**src/rtl/pip_pkg.sv**
```systemverilog
// ----------------------------------------------------------------------------
// pip_pkg
// Command and result codes shared by the point-in-polygon classifier.
// ----------------------------------------------------------------------------
package pip_pkg;

  typedef logic [1:0] cmd_t;
  typedef logic [1:0] loc_t;

  localparam cmd_t CMD_CLEAR  = 2'd0;
  localparam cmd_t CMD_APPEND = 2'd1;
  localparam cmd_t CMD_QUERY  = 2'd2;

  localparam loc_t LOC_OUTSIDE = 2'd0;
  localparam loc_t LOC_INSIDE  = 2'd1;
  localparam loc_t LOC_ON_EDGE = 2'd2;

  localparam logic STATUS_OK      = 1'b0;
  localparam logic STATUS_DROPPED = 1'b1;

endpackage

```
**src/rtl/pip_edge_cell.sv**
```systemverilog
// ----------------------------------------------------------------------------
// pip_edge_cell
// One polygon edge: holds vertex I and its successor, tests the passing
// query point against the edge in two stages (products, then sums/compares).
// ----------------------------------------------------------------------------
module pip_edge_cell #(
  parameter int I          = 0,
  parameter int COORD_BITS = 16,
  parameter int NW         = 7
) (
  input  logic clk,
  input  logic rst,
  input  logic advance,
  input  logic prev_valid,
  input  logic [4*COORD_BITS+2*NW+4:0] prev_item,
  output logic fwd_valid,
  output logic [4*COORD_BITS+2*NW+4:0] fwd_item
);
  import pip_pkg::*;

  localparam int C = COORD_BITS;
  localparam int D = C + 1;
  localparam int P = 2 * D;
  localparam int S = P + 1;

  typedef struct packed {
    logic                query;
    logic                append;
    logic [NW-1:0]       cnt;
    logic [NW-1:0]       count_now;
    logic                status;
    logic signed [C-1:0] x;
    logic signed [C-1:0] y;
    logic signed [C-1:0] v0x;
    logic signed [C-1:0] v0y;
    logic                on_edge;
    logic                odd;
  } item_t;

  item_t in_item;
  item_t s1_item;
  item_t s1_item_next;
  item_t s2_item;
  item_t s2_item_next;

  logic signed [C-1:0] vx;
  logic signed [C-1:0] vy;
  logic signed [C-1:0] nx;
  logic signed [C-1:0] ny;
  logic signed [C-1:0] v0x_use;
  logic signed [C-1:0] v0y_use;
  logic signed [C-1:0] ex;
  logic signed [C-1:0] ey;
  logic                is_last;

  logic signed [D-1:0] ax, ay, bx, by, dy;
  logic signed [P-1:0] m0, m1, m2, m3;
  logic signed [D-1:0] s1_ay;
  logic signed [D-1:0] s1_dy;
  logic                s1_valid;
  logic                s1_active;

  logic signed [S-1:0] cr;
  logic signed [S-1:0] dt;
  logic signed [D:0]   dy_ay;
  logic                hit;
  logic                on_here;

  assign in_item = item_t'(prev_item);

  // stage 1: differences and products
  always_comb begin
    v0x_use = (I == 0) ? vx : in_item.v0x;
    v0y_use = (I == 0) ? vy : in_item.v0y;
    is_last = (in_item.cnt == NW'(I + 1));
    ex      = is_last ? v0x_use : nx;
    ey      = is_last ? v0y_use : ny;
    ax      = D'(vx) - D'(in_item.x);
    ay      = D'(vy) - D'(in_item.y);
    bx      = D'(in_item.x) - D'(ex);
    by      = D'(in_item.y) - D'(ey);
    dy      = D'(ey) - D'(vy);
    s1_item_next     = in_item;
    s1_item_next.v0x = v0x_use;
    s1_item_next.v0y = v0y_use;
  end

  always_ff @(posedge clk) begin
    if (advance && prev_valid && in_item.append) begin
      if (in_item.cnt == NW'(I)) begin
        vx <= in_item.x;
        vy <= in_item.y;
      end
      if (in_item.cnt == NW'(I + 1)) begin
        nx <= in_item.x;
        ny <= in_item.y;
      end
    end
  end

  always_ff @(posedge clk) begin
    if (rst) begin
      s1_valid <= 1'b0;
    end else if (advance) begin
      s1_valid <= prev_valid;
    end
  end

  always_ff @(posedge clk) begin
    if (advance) begin
      s1_item     <= s1_item_next;
      s1_active   <= in_item.query && (NW'(I) < in_item.cnt);
      m0          <= P'(ax) * P'(by);
      m1          <= P'(ay) * P'(bx);
      m2          <= P'(ax) * P'(bx);
      m3          <= P'(ay) * P'(by);
      s1_ay       <= ay;
      s1_dy       <= dy;
    end
  end

  // stage 2: cross and dot products, half-open crossing rule
  always_comb begin
    cr      = S'(m0) - S'(m1);
    dt      = S'(m2) + S'(m3);
    dy_ay   = (D + 1)'(s1_dy) + (D + 1)'(s1_ay);
    on_here = (cr == '0) && !dt[S-1];
    if (s1_dy > 0) begin
      hit = (s1_ay <= 0) && (dy_ay > 0) && cr[S-1];
    end else begin
      hit = (dy_ay <= 0) && (s1_ay > 0) && !cr[S-1] && (cr != '0);
    end
    s2_item_next = s1_item;
    if (s1_active) begin
      s2_item_next.on_edge = s1_item.on_edge | on_here;
      s2_item_next.odd     = s1_item.odd ^ hit;
    end
  end

  always_ff @(posedge clk) begin
    if (rst) begin
      fwd_valid <= 1'b0;
    end else if (advance) begin
      fwd_valid <= s1_valid;
    end
  end

  always_ff @(posedge clk) begin
    if (advance) begin
      s2_item <= s2_item_next;
    end
  end

  assign fwd_item = s2_item;

endmodule

```
**config.mk**
```make
export PLATFORM = sky130hd
export DESIGN_NAME = pip_edge_cell
export DESIGN_NICKNAME = d
export VERILOG_FILES = /design/src/rtl/pip_pkg.sv /design/src/rtl/pip_edge_cell.sv
export SDC_FILE = /design/constraint.sdc
export NUM_CORES = 2
export LEC_CHECK = 0
export ABC_AREA = 0
export ABC_CLOCK_PERIOD_IN_PS = 10300
export BUFFER_PORTS_ARGS = -buffer_cell sky130_fd_sc_hd__buf_2
export CORE_ASPECT_RATIO = 0.6
export CORE_MARGIN = 3
export CORE_UTILIZATION = 40
export DETAILED_ROUTE_END_ITERATION = 8
export PLACE_DENSITY_LB_ADDON = 0.12
export SLEW_MARGIN = 10
export SYNTH_ARGS = -nofsm -noshare
export SYNTH_HDL_FRONTEND = slang
export SYNTH_SLANG_ARGS = --single-unit
```
**constraint.sdc**
```tcl
create_clock -name clk -period 10.3 [get_ports clk]
set_input_delay 0 -clock clk [delete_from_list [all_inputs] [get_ports clk]]
set_output_delay 0 -clock clk [all_outputs]
set_load 0.02 [all_outputs]
```
Word level (Yosys, flattened, before mapping)
Index checks and enable logic that the tools add are counted.

Bits in registers: 403. Output and inout port bits: 84. Word-level logic and storage cells: 76.

$add $sub $neg: 8. Multipliers: 4. Order comparisons: 6. Equality and inequality tests: 1. Multiplexer cells: 4. Bitwise gates (word level): 2. Reduce and logical (&&, ||, !) cells: 16.

Operator list (number): $mul 17x17->34 (4); $sub 16x16->17 (5); $add 34x34->35 (1); $logic_not 35->1 (1); $reduce_bool 35->1 (1); $sub 34x34->35 (1); $gt 17x1->1 const B (2); $mux 16 (2); $add 17x17->18 (1); $gt 18x1->1 const B (1); $le 18x1->1 const B (1); $le 17x1->1 const B (1); $logic_and 1x1->1 (9); $eq 7x1->1 const B (1); $logic_not 7->1 (1); $lt 1x7->1 const A (1); $reduce_and 2->1 (2); $logic_not 1->1 (2); $mux 2 (1); $mux 1 (1); $or 1x1->1 (1); $xor 1x1->1 (1).

Longest topological paths before layout
Depth after elaboration: 8. Depth in mapped cells: 44. Gate-level depth less buffers: 41.

Worst setup path after synthesis
No wires, ideal clock.

Path type: in2reg. From: input prev_item[79]. To: register m2[32] (data pin). Arrival time: 9.282 ns. Required time: 10.042 ns. Slack: 0.761 ns. Stages: 38. Path through: nor2_1 nand4_1 clkbuf_1 clkbuf_1 o21ai_0 ha_1 fa_1 nor2b_1 o21ai_0 a21boi_0 o21ai_0 a21oi_1 a31oi_1 a2111oi_0 o21a_1 or2_2 xnor2_1 clkbuf_1 [... 2 more ...] fa_1 fa_1 fa_1 fa_1 inv_1 fa_1 inv_1 ha_1 a21o_1 a21o_1 a21oi_1 o21ai_0 a41o_1 o41a_1 a21o_1 a311o_1 a21oi_1 xnor2_1.

Cells in the longest elaborated chain, start to end: 4.

Ends and longest elaborated chain: from (decl) (line pip_edge_cell.sv:15) `input logic [4*COORD_BITS+2*NW+4:0] prev_item,`; $eq 7x1->1 (line pip_edge_cell.sv:75) `is_last = (in_item.cnt == NW'(I + 1));`; $mux 16 (line pip_edge_cell.sv:76) `ex = is_last ? v0x_use : nx;`; $sub 16x16->17 (line pip_edge_cell.sv:80) `bx = D'(in_item.x) - D'(ex);`; $mul 17x17->34 (line pip_edge_cell.sv:115) `m2 <= P'(ax) * P'(bx);`; to (signal assigned) (line pip_edge_cell.sv:115); to (decl) (line pip_edge_cell.sv:57) `logic signed [P-1:0] m0, m1, m2, m3;`.

No other way between the ends. A chain may end at the register's enable or synchronous reset.

Worst setup path after layout
From: register vx[0], in the netlist v0x_use[0]. To: register m2[32] (data pin).

Cells in the longest elaborated chain, start to end: 3.

Ends and longest elaborated chain: from (decl) (line pip_edge_cell.sv:46) `logic signed [C-1:0] vx;`; from (signal assigned) (line pip_edge_cell.sv:91) `vx <= in_item.x;`; $mux 16 (line pip_edge_cell.sv:76); $sub 16x16->17 (line pip_edge_cell.sv:80); $mul 17x17->34 * (line pip_edge_cell.sv:115).

Mark *: on every way between the ends. The rest lies on a longest branch, timed or not.

==> impl_metrics.yaml <==
synthesis:
  post-synth-top-count-cell: "inv_1"
  synth_edf_count: 401
  ys_seq_elements: 403
  ys.flop_type: "edfxtp_1"
  syn_inst: 6389
  synthArstFlopShare_pct: 0
  synth_top_area_cell: "fa_1"
  ys_top_cells_by_area: "fa_1 38%, edfxtp_1 19%, ha_1 10%, inv_1 8.5%, nand2_1 4.1%"
  avgSynthCellArea_sq_um: 9.79
  syn_area_sq_um: 62500
  synth_nets: 8171
  synthTopCellsByCount: "1,420 x inv_1, 1,191 x fa_1, 683 x nand2_1"
  ys_types: 82
  synth_top_area_share_pct: 38.1
  ys_warn_count: 0
  yosysSeqAreaShare_pct: 19.3
final_layout:
  fin_nets: 8397
  layout-drive-gt1-share_pct: 8.13
  syn_to_final_growth_pct: 11.2
  instances_no_fill: 8686
cts:
  cts.sinks: 403
  cts-root-buf: "clkbuf_16"
  cts_made_buffers: 46
  cts.clk_slew.worst_paths_ns: 0.06
  clock_latency_ns: 0.67
  cts_buffer_depth: 3
  cts_tree: "done"
  cts_max_level: 2
worst_setup_path:
  reg2reg_to: "m2[32]"
  ff2ff_path_depth: 37
  cp_common_cell: "fa_1"
  worstReg2RegStart: "v0x_use[0]"
  start_kind: "flop"
  cp-endpoint: "m2[32]"
  critPathSlowestCell: "fa_1"
  crit_start: "v0x_use[0]"
  r2r_setup_slack_ns: 0.49
  path_class: "flop to flop"
  worstPathMaxFanout: 19
  crit_cells: 37
  crit_arrival_ns: 10.22
  cp_num_buf_inv: 7
  cp.required_ns: 10.71
  path_delay_family: "adder cells"
  critPathCaptureType: "flop"
  cp_slowest_stage_delay_ns: 0.60
hold_path:
  hp-start: "prev_item[70]"
  hp-class: "input pin to flop"
  whs_path_depth: 2
sta:
  fmax_mhz: 102
  setup_viol: 0
  fin_skew_ns: 0.0415
  tightest_slew_ns: 1.32
  fin_crit_ns: 9.81
  finalHoldViolCount: 0
  period_share_pct: 95.2
  maxSlewViolCount: 0
  slew_headroom_pct: 12.1
flow_run:
  maxCapViolations: 0
route:
  drtPass1Iterations: 5
  wl_per_cell_um: 22.5
  drtAntennaViolNets: 0
  num_vias: 44986
  via_per_inst: 5.18
  drtIter0Drc: 3718
  drc_errors: 0
  routed_wl_mm: 196
global_route:
  grt_max_degree: 111
  antenna_found_initial: 14
  grt_usage_pct: 24.9
  overflow: 0
  grt_pass1_vias: 46090
  grt_first_pass_wirelength_mm: 298
die:
  chipHeight_um: 312
  start_util_pct: 40.6
  die_x_um: 516
  die_area_sq_um: 161000
  core_sq_um: 154000
  io_pins: 171
  num_rows: 111
place:
  io_buffers: 138
  dp.cells: 8541
  dp_hpwl_mm: 158
  gp_congestion: 0.945
run_status:
  status: "completed"
cells by family (layout without fill, tap and decap cells):
family                   count (synthesis)  in the layout  synth area share, %
AND/OR/NAND/NOR                       1742           1742                 12.0
flip-flops                             403            403                 19.3
AO/OA/AOI/OAI                          624            624                 6.61
buffers and inverters                 1649           1911                 9.93
multiplexers                            31             31                0.504
adder cells (fa/ha/maj)               1695           1695                 48.2
other                                    0              1                    0
XOR/XNOR                               245            245                 3.43
placed cells by master (no fill, tap or decap), types with 21 or more instances in the layout:
cell type / Yosys / routed
and3_1: 29 / 29
clkbuf_16: 0 / 46
edfxtp_1: 401 / 401
nor3_1: 55 / 52
buf_4: 0 / 182
xor2_1: 65 / 51
xnor2_2: 0 / 23
nor2_1: 652 / 646
o21bai_1: 32 / 32
fa_1: 1191 / 1191
xnor2_1: 180 / 147
ha_1: 504 / 504
o21ai_0: 116 / 114
inv_1: 1420 / 1418
nor4_1: 23 / 23
buf_12: 0 / 21
and2_1: 62 / 62
dlygate4sd3_1: 0 / 58
a21o_1: 85 / 85
buf_2: 6 / 137
nor2b_1: 42 / 42
or2_2: 21 / 21
nand3_1: 51 / 51
a211oi_1: 30 / 27
nand2b_1: 53 / 53
o21a_1: 35 / 35
mux2i_1: 27 / 26
nand4_1: 25 / 25
nand2_1: 683 / 683
a21oi_1: 173 / 167
flip-flops by register name, summed over array words and instances (netlist names):
name,flops
s1_valid,1
s1_dy,17
s1_ay,17
fwd_item,83
m1,34
m0,34
v0x_use,16
s1_item,83
s1_active,1
nx,16
ny,16
v0y_use,16
fwd_valid,1
m2,34
m3,34
final cells by class:
class	count	area (sq um)
Fill cell	14840	84500
Timing Repair Buffer	400	3080
Clock inverter	33	410
Sequential cell	403	12100
Clock buffer	51	1170
Multi-Input combinational cell	4337	44900
Antenna cell	1	2.50
Inverter	1427	5360
Tap cell	2034	2540
how the worst min path moves through the flow:
stage | end | slack (ns)
2_1_floorplan | fwd_valid | 0.07
3_3_place_gp | fwd_valid | 0.17
3_5_place_dp | fwd_valid | 0.17
4_1_cts | s1_item[68] | 0.002
5_1_grt | s1_item[68] | 0.04
6_report | s1_item[70] | 0.06
through the flow:
stage | hold slack (ns) | worst slack, ns | instance area (sq um) | setup TNS [ns] | util, %
after floorplan | 0.0724 | 0.761 | 62500 | 0 | -
after global placement | 0.174 | -0.0764 | 67200 | -0.0789 | 43.6
after detailed placement | 0.175 | -0.164 | 67200 | -0.271 | 43.6
after CTS | 0.00226 | 0.0195 | 69400 | 0 | 45.0
after global routing | 0.0419 | -0.0250 | 69500 | -0.0435 | 45.2
final | 0.0644 | 0.492 | 69600 | 0 | 45.2
per-layer routing:
metal	routed length [um]	vias up	global-route usage, %	part of all wire, %
li1	-	20193	-	-
met1	94500	22792	38.7	48
met2	73000	1787	32.2	37
met3	23800	206	9.75	12
met4	4530	8	5.09	2.3
met5	48	-	0	0.025
timing repair:
action,CTS,global route
gates resized for setup,0,35
setup buffers,0,2
hold endpoints to repair,140,0
setup endpoints to repair,0,26
hold buffers,58,0
Power is left out: the tool's default activity adds up to more than one toggle a clock period on the data nets, which glitch-free logic cannot reach.
